[config.mk]
export PLATFORM = sky130hd
export DESIGN_NAME = grouped_reduce_sum_mean_argmax
export DESIGN_NICKNAME = d
export VERILOG_FILES = /design/src/rtl/core/grs_pkg.sv /design/src/rtl/core/grs_front.sv /design/src/rtl/core/grs_queue.sv /design/src/rtl/core/grs_back.sv /design/src/rtl/core/grouped_reduce_sum_mean_argmax.sv
export VERILOG_INCLUDE_DIRS = /design/src /design/src/rtl/core
export SDC_FILE = /design/constraint.sdc
export NUM_CORES = 1
export LEC_CHECK = 0
export ABC_AREA = 1
export BUFFER_PORTS_ARGS = -buffer_cell sky130_fd_sc_hd__buf_2
export CORE_MARGIN = 10
export CORE_UTILIZATION = 61
export CTS_BUF_LIST = sky130_fd_sc_hd__clkbuf_16
export CTS_CLUSTER_SIZE = 30
export DETAILED_ROUTE_END_ITERATION = 7
export PLACE_DENSITY = 0.86
export SLEW_MARGIN = 20
export SYNTH_ARGS = -nofsm -noshare
export SYNTH_HDL_FRONTEND = slang
export SYNTH_HIERARCHICAL = 1
export SYNTH_SLANG_ARGS = --single-unit
[constraint.sdc]
create_clock -name clk -period 8.7 [get_ports clk]
set_clock_uncertainty 0.1 [all_clocks]
set_input_delay 0.435 -clock clk [delete_from_list [all_inputs] [get_ports clk]]
set_output_delay 0.435 -clock clk [all_outputs]
set_load 0.05 [all_outputs]
[src/rtl/core/grouped_reduce_sum_mean_argmax_defines.svh]
// Assertion macros for the grouped reduction block.
// Included by the top level; no other dependencies.
`ifndef GROUPED_REDUCE_SUM_MEAN_ARGMAX_DEFINES_SVH
`define GROUPED_REDUCE_SUM_MEAN_ARGMAX_DEFINES_SVH

`ifndef SYNTHESIS
// Same-cycle implication.
`define GRS_ASSERT_IMPL(label, clk, rst_n, ante, cons, msg) \
  label: assert property (@(posedge clk) disable iff (!rst_n) (ante) |-> (cons)) \
    else $error(msg);
// Next-cycle implication.
`define GRS_ASSERT_NEXT(label, clk, rst_n, ante, cons, msg) \
  label: assert property (@(posedge clk) disable iff (!rst_n) (ante) |=> (cons)) \
    else $error(msg);
`else
`define GRS_ASSERT_IMPL(label, clk, rst_n, ante, cons, msg)
`define GRS_ASSERT_NEXT(label, clk, rst_n, ante, cons, msg)
`endif

`endif

[src/rtl/core/grs_pkg.sv]
// Shared types and constants of the grouped reduction block.
// No dependencies; imported by every module of the block.
package grs_pkg;

  localparam int VAL_W      = 32;
  localparam int SUM_W      = 52;
  localparam int IDX_W      = 20;
  localparam int GRP_W      = 16;
  localparam int DIV_W      = 21;
  localparam int INDEX_BITS = 20;
  localparam int Q_DEPTH    = 4;
  localparam int Q_PTR_W    = $clog2(Q_DEPTH);
  localparam int Q_CNT_W    = $clog2(Q_DEPTH + 1);
  localparam int DCNT_W     = $clog2(SUM_W);

  // Index bits kept from element_index.
  localparam logic [IDX_W-1:0] IDX_MASK =
    (INDEX_BITS >= IDX_W) ? {IDX_W{1'b1}} : IDX_W'((64'd1 << INDEX_BITS) - 64'd1);

  localparam logic signed [SUM_W-1:0] SUM_MAX = {1'b0, {(SUM_W-1){1'b1}}};
  localparam logic signed [SUM_W-1:0] SUM_MIN = {1'b1, {(SUM_W-1){1'b0}}};
  localparam logic signed [VAL_W-1:0] OUT_MAX = {1'b0, {(VAL_W-1){1'b1}}};
  localparam logic signed [VAL_W-1:0] OUT_MIN = {1'b1, {(VAL_W-1){1'b0}}};

  typedef enum logic [1:0] {
    MODE_MEAN = 2'd0,
    MODE_SUM  = 2'd1,
    MODE_MAX  = 2'd2,
    MODE_MIN  = 2'd3
  } mode_t;

  // Register select, taken from paddr[2].
  typedef enum logic {
    REG_MODE = 1'b0,
    REG_DIV  = 1'b1
  } reg_sel_t;

  typedef enum logic [1:0] {
    BK_IDLE,
    BK_DIV,
    BK_FIX,
    BK_EMIT
  } back_state_t;

  // One finished group, front to back.
  typedef struct packed {
    logic [GRP_W-1:0]        grp;
    mode_t                   mode;
    logic signed [SUM_W-1:0] sum;
    logic signed [VAL_W-1:0] best;
    logic [IDX_W-1:0]        idx;
  } grs_rec_t;

  typedef struct packed {
    logic full;
    logic empty;
  } grs_q_stat_t;

endpackage

[src/rtl/core/grs_front.sv]
// Front end: accepts samples, keeps the running sum and best value per group,
// and pushes one record per finished group. Depends on grs_pkg.
module grs_front (
  input  logic                           clk,
  input  logic                           rst_n,
  input  logic                           in_valid,
  output logic                           in_stall,
  input  logic signed [31:0]             in_sample_value,
  input  logic [19:0]                    in_element_index,
  input  logic                           in_group_last,
  input  grs_pkg::mode_t                 cfg_mode,
  input  grs_pkg::grs_q_stat_t           q_stat,
  output logic                           q_push,
  output grs_pkg::grs_rec_t              q_wr
);
  import grs_pkg::*;

  logic                    open_r, open_nxt;
  logic signed [SUM_W-1:0] sum_r, sum_nxt;
  logic signed [VAL_W-1:0] best_r, best_nxt;
  logic [IDX_W-1:0]        bidx_r, bidx_nxt;
  logic [GRP_W-1:0]        gcnt_r, gcnt_nxt;

  logic                    accept;
  logic signed [SUM_W-1:0] v_ext;
  logic signed [SUM_W:0]   add;
  logic signed [SUM_W-1:0] sat_sum, new_sum;
  logic signed [VAL_W-1:0] new_best;
  logic [IDX_W-1:0]        idx_kept, new_idx;
  logic                    better;

  assign in_stall = q_stat.full;
  assign accept   = in_valid && !in_stall;

  always_comb begin
    v_ext    = {{(SUM_W-VAL_W){in_sample_value[VAL_W-1]}}, in_sample_value};
    idx_kept = in_element_index & IDX_MASK;
    add      = {sum_r[SUM_W-1], sum_r} + {v_ext[SUM_W-1], v_ext};
    if (add[SUM_W] != add[SUM_W-1]) begin
      sat_sum = add[SUM_W] ? SUM_MIN : SUM_MAX;
    end else begin
      sat_sum = add[SUM_W-1:0];
    end
    if (cfg_mode == MODE_MIN) begin
      better = in_sample_value < best_r;
    end else begin
      better = in_sample_value > best_r;
    end
    if (!open_r) begin
      new_sum  = v_ext;
      new_best = in_sample_value;
      new_idx  = idx_kept;
    end else begin
      new_sum  = sat_sum;
      new_best = better ? in_sample_value : best_r;
      new_idx  = better ? idx_kept : bidx_r;
    end
  end

  always_comb begin
    q_push    = accept && in_group_last;
    q_wr.grp  = gcnt_r;
    q_wr.mode = cfg_mode;
    q_wr.sum  = new_sum;
    q_wr.best = new_best;
    q_wr.idx  = new_idx;
  end

  always_comb begin
    open_nxt = open_r;
    sum_nxt  = sum_r;
    best_nxt = best_r;
    bidx_nxt = bidx_r;
    gcnt_nxt = gcnt_r;
    if (accept) begin
      if (in_group_last) begin
        // Close the group and start clean.
        open_nxt = 1'b0;
        sum_nxt  = '0;
        best_nxt = '0;
        bidx_nxt = '0;
        gcnt_nxt = gcnt_r + 1'b1;
      end else begin
        open_nxt = 1'b1;
        sum_nxt  = new_sum;
        best_nxt = new_best;
        bidx_nxt = new_idx;
      end
    end
  end

  always_ff @(posedge clk) begin
    if (!rst_n) begin
      open_r <= 1'b0;
      sum_r  <= '0;
      best_r <= '0;
      bidx_r <= '0;
      gcnt_r <= '0;
    end else begin
      open_r <= open_nxt;
      sum_r  <= sum_nxt;
      best_r <= best_nxt;
      bidx_r <= bidx_nxt;
      gcnt_r <= gcnt_nxt;
    end
  end

endmodule

[src/rtl/core/grs_queue.sv]
// Short record queue between front and back end.
// Depends on grs_pkg.
module grs_queue (
  input  logic                 clk,
  input  logic                 rst_n,
  input  logic                 push,
  input  grs_pkg::grs_rec_t    wr_data,
  input  logic                 pop,
  output grs_pkg::grs_rec_t    rd_data,
  output grs_pkg::grs_q_stat_t stat
);
  import grs_pkg::*;

  grs_rec_t             mem [Q_DEPTH];
  logic [Q_PTR_W-1:0]   wr_ptr_r, wr_ptr_nxt;
  logic [Q_PTR_W-1:0]   rd_ptr_r, rd_ptr_nxt;
  logic [Q_CNT_W-1:0]   cnt_r, cnt_nxt;

  assign stat.full  = (cnt_r == Q_CNT_W'(Q_DEPTH));
  assign stat.empty = (cnt_r == '0);
  assign rd_data    = mem[rd_ptr_r];

  always_comb begin
    wr_ptr_nxt = push ? wr_ptr_r + 1'b1 : wr_ptr_r;
    rd_ptr_nxt = pop  ? rd_ptr_r + 1'b1 : rd_ptr_r;
    cnt_nxt    = cnt_r;
    if (push && !pop) begin
      cnt_nxt = cnt_r + 1'b1;
    end else if (pop && !push) begin
      cnt_nxt = cnt_r - 1'b1;
    end
  end

  always_ff @(posedge clk) begin
    if (push) begin
      mem[wr_ptr_r] <= wr_data;
    end
  end

  always_ff @(posedge clk) begin
    if (!rst_n) begin
      wr_ptr_r <= '0;
      rd_ptr_r <= '0;
      cnt_r    <= '0;
    end else begin
      wr_ptr_r <= wr_ptr_nxt;
      rd_ptr_r <= rd_ptr_nxt;
      cnt_r    <= cnt_nxt;
    end
  end

endmodule

[src/rtl/core/grs_back.sv]
// Back end: pops group records, divides for the mean one quotient bit per
// cycle, saturates, and holds the result beat. Depends on grs_pkg.
module grs_back (
  input  logic                       clk,
  input  logic                       rst_n,
  input  logic [20:0]                cfg_divisor,
  input  grs_pkg::grs_q_stat_t       q_stat,
  input  grs_pkg::grs_rec_t          q_rd,
  output logic                       q_pop,
  output logic                       out_valid,
  input  logic                       out_stall,
  output logic [15:0]                out_group_number,
  output logic signed [31:0]         out_reduced_value,
  output logic [19:0]                out_winner_index
);
  import grs_pkg::*;

  back_state_t             state_r, state_nxt;
  logic                    out_valid_r, out_valid_nxt;
  logic [GRP_W-1:0]        out_grp_r;
  logic signed [VAL_W-1:0] out_val_r;
  logic [IDX_W-1:0]        out_idx_r;

  logic [GRP_W-1:0]        grp_r;
  logic signed [VAL_W-1:0] res_val_r;
  logic [IDX_W-1:0]        res_idx_r;
  logic                    neg_r;
  logic [SUM_W-1:0]        quo_r;
  logic [DIV_W-1:0]        rem_r;
  logic [DIV_W-1:0]        div_r;
  logic [DCNT_W-1:0]       dcnt_r;

  logic                    out_load;
  logic [DIV_W:0]          rem_sh;
  logic                    ge;
  logic signed [VAL_W-1:0] sum_sat;
  logic [SUM_W-1:0]        mag;
  logic signed [VAL_W-1:0] mean_val;

  // Next state.
  always_comb begin
    state_nxt = state_r;
    unique case (state_r)
      BK_IDLE: begin
        if (!q_stat.empty) begin
          state_nxt = (q_rd.mode == MODE_MEAN) ? BK_DIV : BK_EMIT;
        end
      end
      BK_DIV:  state_nxt = (dcnt_r == '0) ? BK_FIX : BK_DIV;
      BK_FIX:  state_nxt = BK_EMIT;
      BK_EMIT: state_nxt = out_load ? BK_IDLE : BK_EMIT;
      default: state_nxt = BK_IDLE;
    endcase
  end

  // FSM outputs.
  always_comb begin
    q_pop    = 1'b0;
    out_load = 1'b0;
    unique case (state_r)
      BK_IDLE: q_pop    = !q_stat.empty;
      BK_EMIT: out_load = !out_valid_r || !out_stall;
      default: begin
        q_pop    = 1'b0;
        out_load = 1'b0;
      end
    endcase
  end

  always_comb begin
    // Saturate the 52-bit sum to 32 bits.
    if (q_rd.sum[SUM_W-1:VAL_W-1] != {(SUM_W-VAL_W+1){q_rd.sum[SUM_W-1]}}) begin
      sum_sat = q_rd.sum[SUM_W-1] ? OUT_MIN : OUT_MAX;
    end else begin
      sum_sat = q_rd.sum[VAL_W-1:0];
    end
    mag = q_rd.sum[SUM_W-1] ? SUM_W'(-q_rd.sum) : SUM_W'(q_rd.sum);

    rem_sh = {rem_r, quo_r[SUM_W-1]};
    ge     = rem_sh >= {1'b0, div_r};

    if (neg_r) begin
      mean_val = (quo_r > SUM_W'({1'b0, OUT_MIN})) ? OUT_MIN : VAL_W'(-quo_r);
    end else begin
      mean_val = (quo_r > SUM_W'(OUT_MAX)) ? OUT_MAX : VAL_W'(quo_r);
    end

    out_valid_nxt = out_valid_r;
    if (out_load) begin
      out_valid_nxt = 1'b1;
    end else if (!out_stall) begin
      out_valid_nxt = 1'b0;
    end
  end

  always_ff @(posedge clk) begin
    unique case (state_r)
      BK_IDLE: begin
        grp_r  <= q_rd.grp;
        neg_r  <= q_rd.sum[SUM_W-1];
        quo_r  <= mag;
        rem_r  <= '0;
        div_r  <= (cfg_divisor == '0) ? DIV_W'(1) : cfg_divisor;
        dcnt_r <= DCNT_W'(SUM_W - 1);
        if (q_rd.mode == MODE_MAX || q_rd.mode == MODE_MIN) begin
          res_val_r <= q_rd.best;
          res_idx_r <= q_rd.idx;
        end else begin
          res_val_r <= sum_sat;
          res_idx_r <= '0;
        end
      end
      BK_DIV: begin
        // One restoring step: shift in the next dividend bit, subtract if it fits.
        rem_r  <= ge ? DIV_W'(rem_sh - {1'b0, div_r}) : DIV_W'(rem_sh);
        quo_r  <= {quo_r[SUM_W-2:0], ge};
        dcnt_r <= dcnt_r - 1'b1;
      end
      BK_FIX: res_val_r <= mean_val;
      default: begin
        res_val_r <= res_val_r;
      end
    endcase
  end

  always_ff @(posedge clk) begin
    if (out_load) begin
      out_grp_r <= grp_r;
      out_val_r <= res_val_r;
      out_idx_r <= res_idx_r;
    end
  end

  always_ff @(posedge clk) begin
    if (!rst_n) begin
      state_r     <= BK_IDLE;
      out_valid_r <= 1'b0;
    end else begin
      state_r     <= state_nxt;
      out_valid_r <= out_valid_nxt;
    end
  end

  assign out_valid         = out_valid_r;
  assign out_group_number  = out_grp_r;
  assign out_reduced_value = out_val_r;
  assign out_winner_index  = out_idx_r;

endmodule

[src/rtl/core/grouped_reduce_sum_mean_argmax.sv]
// Top level of the grouped reduction block: config registers, front end,
// record queue and back end. Depends on grs_pkg, grs_front, grs_queue, grs_back.
//
//   Channel  Ports                                        Beat moves when
//   in       in_valid/in_stall, sample, index, last       valid && !stall
//   out      out_valid/out_stall, group, value, winner    valid && !stall
//   cfg      psel/penable/pwrite/paddr/pwdata/prdata      psel && penable && pwrite
//
// Flow: the front takes one sample per cycle while in_stall is low. Each
// finished group goes to a four-entry queue; the back end takes one group at a
// time: it pops and sets up, runs 52 restoring steps of the divider and a
// fix-up for a mean group, and ends with the output load, so short groups can
// throttle the input via the queue.
// Reset: rst_n is synchronous, active low; mode resets to sum, divisor to 1.
// Stalls: in_stall rises only when the queue is full; the output register
// holds its beat under out_stall while the back end works on the next group.
`include "grouped_reduce_sum_mean_argmax_defines.svh"

module grouped_reduce_sum_mean_argmax (
  input  logic               clk,
  input  logic               rst_n,
  // Sample stream
  input  logic               in_valid,
  output logic               in_stall,
  input  logic signed [31:0] in_sample_value,
  input  logic [19:0]        in_element_index,
  input  logic               in_group_last,
  // Result stream
  output logic               out_valid,
  input  logic               out_stall,
  output logic [15:0]        out_group_number,
  output logic signed [31:0] out_reduced_value,
  output logic [19:0]        out_winner_index,
  // Register port
  input  logic               psel,
  input  logic               penable,
  input  logic               pwrite,
  input  logic [2:0]         paddr,
  input  logic [31:0]        pwdata,
  output logic [31:0]        prdata,
  output logic               pready
);
  import grs_pkg::*;

  mode_t            mode_r, mode_nxt;
  logic [DIV_W-1:0] div_r, div_nxt;
  reg_sel_t         sel;
  logic             cfg_wr;

  logic             q_push;
  logic             q_pop;
  grs_rec_t         q_wr;
  grs_rec_t         q_rd;
  grs_q_stat_t      q_stat;

  // Register file: decode on address bit 2, ignore byte offset.
  assign pready = 1'b1;
  assign sel    = reg_sel_t'(paddr[2]);
  assign cfg_wr = psel && penable && pwrite && pready;

  always_comb begin
    mode_nxt = mode_r;
    div_nxt  = div_r;
    if (cfg_wr) begin
      unique case (sel)
        REG_MODE: mode_nxt = mode_t'(pwdata[1:0]);
        REG_DIV:  div_nxt  = pwdata[DIV_W-1:0];
        default:  mode_nxt = mode_r;
      endcase
    end
  end

  always_comb begin
    unique case (sel)
      REG_MODE: prdata = {30'd0, mode_r};
      REG_DIV:  prdata = {{(32-DIV_W){1'b0}}, div_r};
      default:  prdata = '0;
    endcase
  end

  always_ff @(posedge clk) begin
    if (!rst_n) begin
      mode_r <= MODE_SUM;
      div_r  <= DIV_W'(1);
    end else begin
      mode_r <= mode_nxt;
      div_r  <= div_nxt;
    end
  end

  // Accumulate per sample, emit one record per group.
  grs_front u_front (
    .clk              (clk),
    .rst_n            (rst_n),
    .in_valid         (in_valid),
    .in_stall         (in_stall),
    .in_sample_value  (in_sample_value),
    .in_element_index (in_element_index),
    .in_group_last    (in_group_last),
    .cfg_mode         (mode_r),
    .q_stat           (q_stat),
    .q_push           (q_push),
    .q_wr             (q_wr)
  );

  // Decouple the per-sample front from the slow mean path.
  grs_queue u_queue (
    .clk     (clk),
    .rst_n   (rst_n),
    .push    (q_push),
    .wr_data (q_wr),
    .pop     (q_pop),
    .rd_data (q_rd),
    .stat    (q_stat)
  );

  // Finish each group: divide, saturate, drive the result beat.
  grs_back u_back (
    .clk               (clk),
    .rst_n             (rst_n),
    .cfg_divisor       (div_r),
    .q_stat            (q_stat),
    .q_rd              (q_rd),
    .q_pop             (q_pop),
    .out_valid         (out_valid),
    .out_stall         (out_stall),
    .out_group_number  (out_group_number),
    .out_reduced_value (out_reduced_value),
    .out_winner_index  (out_winner_index)
  );

  // Never push into a full queue or pop an empty one.
  `GRS_ASSERT_IMPL(a_push_not_full, clk, rst_n, q_push, !q_stat.full, "push into full queue")
  `GRS_ASSERT_IMPL(a_pop_not_empty, clk, rst_n, q_pop, !q_stat.empty, "pop from empty queue")
  // A full queue must hold back the input.
  `GRS_ASSERT_IMPL(a_full_stalls, clk, rst_n, q_stat.full, in_stall, "full queue without stall")

endmodule
==> impl_summary.log <==
[metrics] Die X: 293 µm
[metrics] Fin. Hold Viols: 0
[metrics] run status: finished clean
[metrics] number of distinct library cells after synthesis: 57
[metrics] GRT Residual Overflow: 0
[metrics] library cell used as clock root buffer: sky130_fd_sc_hd__clkbuf_16
[metrics] clk_lat worst skew: 0.67 ns
[metrics] type of the setup path with the least slack: reg2reg
[metrics] first-pass GRT wire length: 190,000 µm
[metrics] drt first-iter violations: 5,188
[metrics] aggregate negative setup slack: 0 ns
[metrics] Finish-stage setup viols: 0
[metrics] R2R Path End: u_back/res_val_r[13]
[metrics] DR vias/cell: 5.97
[metrics] number of warnings issued by yosys: 6
[metrics] Period Utilization, post-route: 56.8%
[metrics] Std-Cell Rows: 99
[metrics] class of the worst hold path: in2reg
[metrics] highest ir drop seen on vdd: 0.178 mV
[metrics] Sink Count: 881
[metrics] initial cell density of the core: 61.9%
[metrics] initial antenna violation count: 7
[metrics] Ports: 198
[metrics] mean instance size in the synthesized netlist: 8.89 µm²
[metrics] Synth Area in XOR/XNOR: 1.43%
[metrics] total global-route track usage: 27.6%
[metrics] RSZ-0062 raised after global routing: false
[metrics] DR vias: 37,100
[metrics] cell count after synthesis: 5,102
[metrics] Lkg Pwr: 20.2 nW
[metrics] mapped cell area: 45,400 µm²
[metrics] timing-limited maximum frequency: 202 MHz
[metrics] depth of the worst register-to-register path: 10
[metrics] final RePlAce weighted congestion: 0.994
[metrics] clock buffers created by TritonCTS: 87
[metrics] kind of start point of the critical path: register
[metrics] final slew viol count: 0
[metrics] predominant post-synthesis flop cell: sky130_fd_sc_hd__edfxtp_1
[metrics] HPWL after DPL: 79,600 µm
[metrics] proportion of synthesized area in mux cells: 0%
[metrics] power density over cell area: 307 nW/µm²
[metrics] area inside the core boundary: 73,300 µm²
[metrics] number of flops mapped to enable cells by yosys: 725
[metrics] combinational family with the most area after synthesis: simple AND/OR/NAND/NOR gates
[metrics] pin slew with the least headroom to its limit: 1.11 ns
[metrics] Worst Path Required: 9.00 ns
[metrics] depth of the worst hold-timing path: 5
[metrics] Die Ht: 293 µm
[metrics] number of nets with antenna violations after routing: 0
[metrics] Post-CTS Repair Setup Buffers: 0
[metrics] headroom to the max-slew limit: 26.1%
[metrics] Synth Area in Compound Gates: 10.3%
[metrics] Seq cells post-synth: 881
[metrics] FILL cells: 5,405
[metrics] startpoint of the worst hold path: pwdata[12]
[metrics] Bufs on Longest Clock Path: 3
[metrics] simple-gate share of the synthesized area: 22.8%
[metrics] top fanout value on the critical path: 122
[metrics] drt total wl: 122,000 µm
[metrics] type of element capturing the critical path: register
[metrics] worst hold endpoint: div_r[12]
[metrics] post-route standard cell area excluding fillers: 49,600 µm²
[metrics] count of unresolved DRC violations after routing: 0
[metrics] H-tree Lvls: 3
[metrics] clock input transition at the sequential cells of the worst setup and hold paths: 0.06 ns
[metrics] reported max-cap violation count: 0
[metrics] fraction of final layout cells with drive strength greater than 1: 9.15%
[metrics] sequential cell area fraction in the yosys report: 54.9%
[metrics] WL/cell: 19.6 µm
[metrics] share of async-settable or async-resettable flops after synthesis: 0%
[metrics] Worst EP arrival: 5.24 ns
[metrics] via count of the first global-routing pass: 35,100
[metrics] CTS tree: yes
[metrics] area growth from synthesis to layout: 9.27%
[metrics] count of input and output buffers: 172
[metrics] 1st-pass router iterations: 6
[metrics] largest net degree at the start of global routing: 187
[metrics] overall die area: 85,700 µm²
[metrics] number of nets in the final layout: 5,389
[metrics] DP Area: 46,500 µm²
[metrics] crit path time final: 4.94 ns
[metrics] flop2flop setup slack: 3.76 ns
[metrics] share of synthesized cell area in full adder, half adder and majority cells: 3.30%
## power breakdown
| group | switching [mW] | internal, mW |
|---|---|---|
| clock | 1.65 | 2.17 |
| combinational | 3.88 | 1.48 |
| sequential | 0.393 | 5.61 |
## final cells by class
class | count | area, µm² | share of cell area (%)
timing repair buffer | 216 | 1250 | 2.53
multi-input combinational | 3464 | 17300 | 34.9
antenna | 2 | 5.00 | 0.0101
clock buffer | 87 | 2180 | 4.39
sequential | 881 | 24900 | 50.2
clock inverter | 74 | 737 | 1.49
tap | 959 | 1200 | 2.42
inverter | 526 | 1990 | 4.02
## worst max path at each step
| stage | endpoint | slack (ns) | cells after the start |
|---|---|---|---|
| after floorplan | u_back/out_group_number[0] | 4.24 | 2 |
| after global placement | u_back/res_val_r[13] | 4.05 | 10 |
| after global routing | u_back/res_val_r[22] | 3.53 | 12 |
| after CTS | u_back/res_val_r[13] | 3.96 | 10 |
| final | u_back/res_val_r[13] | 3.76 | 10 |
| after detailed placement | u_back/res_val_r[13] | 3.95 | 10 |
## kinds of logic (layout without fill, tap and decap cells)
kind of cell               after synthesis  in the layout
and+or+nand+nor                       2410           2410
DFF                                    881            881
AOI/OAI and AO/OA                      850            850
buffers and inverters                  767            903
adders and majority gates              118            118
xor gates and xnor gates                74             74
other                                    2             14
## registers in the layout, summed over array words and instances, names as in the netlist, 3 cells and up, named ones only
name                      flops
div_r                        21
u_back/dcnt_r                 6
u_back/div_r                 21
u_back/grp_r                 16
u_back/out_group_number      16
u_back/out_reduced_value     32
u_back/out_winner_index      20
u_back/quo_r                 52
u_back/rem_r                 21
u_back/res_idx_r             20
u_back/res_val_r             32
u_front/best_r               32
u_front/bidx_r               20
u_front/gcnt_r               16
u_front/sum_r                52
u_queue/cnt_r                 3
u_queue/mem                 488
## placed cells by master (no fill, tap or decap), types with 14 or more instances in the layout
master,synthesis,final
sky130_fd_sc_hd__o22ai_1,123,121
sky130_fd_sc_hd__nand2_2,41,41
sky130_fd_sc_hd__buf_2,49,172
sky130_fd_sc_hd__dfxtp_1,156,153
sky130_fd_sc_hd__and2_1,57,57
sky130_fd_sc_hd__clkinv_1,5,18
sky130_fd_sc_hd__a21oi_1,223,222
sky130_fd_sc_hd__buf_4,34,27
sky130_fd_sc_hd__o21ai_1,91,91
sky130_fd_sc_hd__o21ai_0,314,314
sky130_fd_sc_hd__clkinv_2,0,16
sky130_fd_sc_hd__nand2_1,1146,1146
sky130_fd_sc_hd__dlygate4sd3_1,0,15
sky130_fd_sc_hd__nand3_1,298,297
sky130_fd_sc_hd__nand4_1,99,99
sky130_fd_sc_hd__ha_1,115,115
sky130_fd_sc_hd__clkbuf_16,0,87
sky130_fd_sc_hd__nor3_1,18,18
sky130_fd_sc_hd__xnor2_1,21,21
sky130_fd_sc_hd__o21bai_1,36,36
sky130_fd_sc_hd__xor2_1,53,53
sky130_fd_sc_hd__edfxtp_1,725,725
sky130_fd_sc_hd__inv_1,501,515
sky130_fd_sc_hd__nor2_1,661,659
sky130_fd_sc_hd__a21boi_0,19,19
sky130_fd_sc_hd__inv_2,19,18
sky130_fd_sc_hd__nand3b_1,14,14
sky130_fd_sc_hd__nand3_2,15,16
## timing repair
action	in CTS	in global routing
setup endpoints to repair	0	0
gates resized for setup	0	0
hold endpoints to repair	16	0
hold buffers	15	0
## routing by layer
metal / vias to the layer above / part of all wire, % / global-route usage [%]
met1: 17300 / 39 / 37.4
li1: 17300 / - / -
met3: 326 / 10 / 4.18
met5: - / 0.014 / 0
met4: 4 / 3.6 / 10.0
met2: 2183 / 47 / 44.8
## cell usage after synthesis (34+ instances only)
cell,count,area [µm²]
sky130_fd_sc_hd__nand4_1,99,619
sky130_fd_sc_hd__o21bai_1,36,270
sky130_fd_sc_hd__dfxtp_1,156,3120
sky130_fd_sc_hd__nor2_1,661,2480
sky130_fd_sc_hd__ha_1,115,1440
sky130_fd_sc_hd__o21ai_1,91,455
sky130_fd_sc_hd__a21oi_1,223,1120
sky130_fd_sc_hd__clkbuf_1,118,443
sky130_fd_sc_hd__o22ai_1,123,769
sky130_fd_sc_hd__xor2_1,53,464
sky130_fd_sc_hd__nand2_2,41,257
sky130_fd_sc_hd__buf_2,49,245
sky130_fd_sc_hd__nand2_1,1146,4300
sky130_fd_sc_hd__buf_4,34,255
sky130_fd_sc_hd__and2_1,57,357
sky130_fd_sc_hd__nand3_1,298,1490
sky130_fd_sc_hd__o21ai_0,314,1570
sky130_fd_sc_hd__inv_1,501,1880
sky130_fd_sc_hd__edfxtp_1,725,21800
## stage by stage
stage	hold slack [ns]	instances	util [%]	power, mW	setup WS [ns]
2_1_floorplan	0.300	5112	-	9.88	4.24
3_3_place_gp	0.301	6031	63.4	11.1	4.05
3_5_place_dp	0.305	6031	63.4	11.3	3.95
4_1_cts	0.00207	6207	67.6	15.1	3.96
5_1_grt	0.0223	6207	67.6	16.0	3.53
6_report	0.0374	6209	67.6	15.2	3.76
## critical path, cell delays in order (launching register included)
cell and delay [ns]:
sky130_fd_sc_hd__dfxtp_4 0.56, sky130_fd_sc_hd__inv_6 0.74, sky130_fd_sc_hd__buf_4 0.61, sky130_fd_sc_hd__o21ai_0 0.28, sky130_fd_sc_hd__o22ai_4 0.15, sky130_fd_sc_hd__buf_4 0.51, sky130_fd_sc_hd__inv_1 0.48, sky130_fd_sc_hd__nand3_2 0.29
sky130_fd_sc_hd__nand2_2 0.30, sky130_fd_sc_hd__o21bai_1 0.41, sky130_fd_sc_hd__o21ai_1 0.11
No activity file was read; power rests on OpenSTA's default activity.
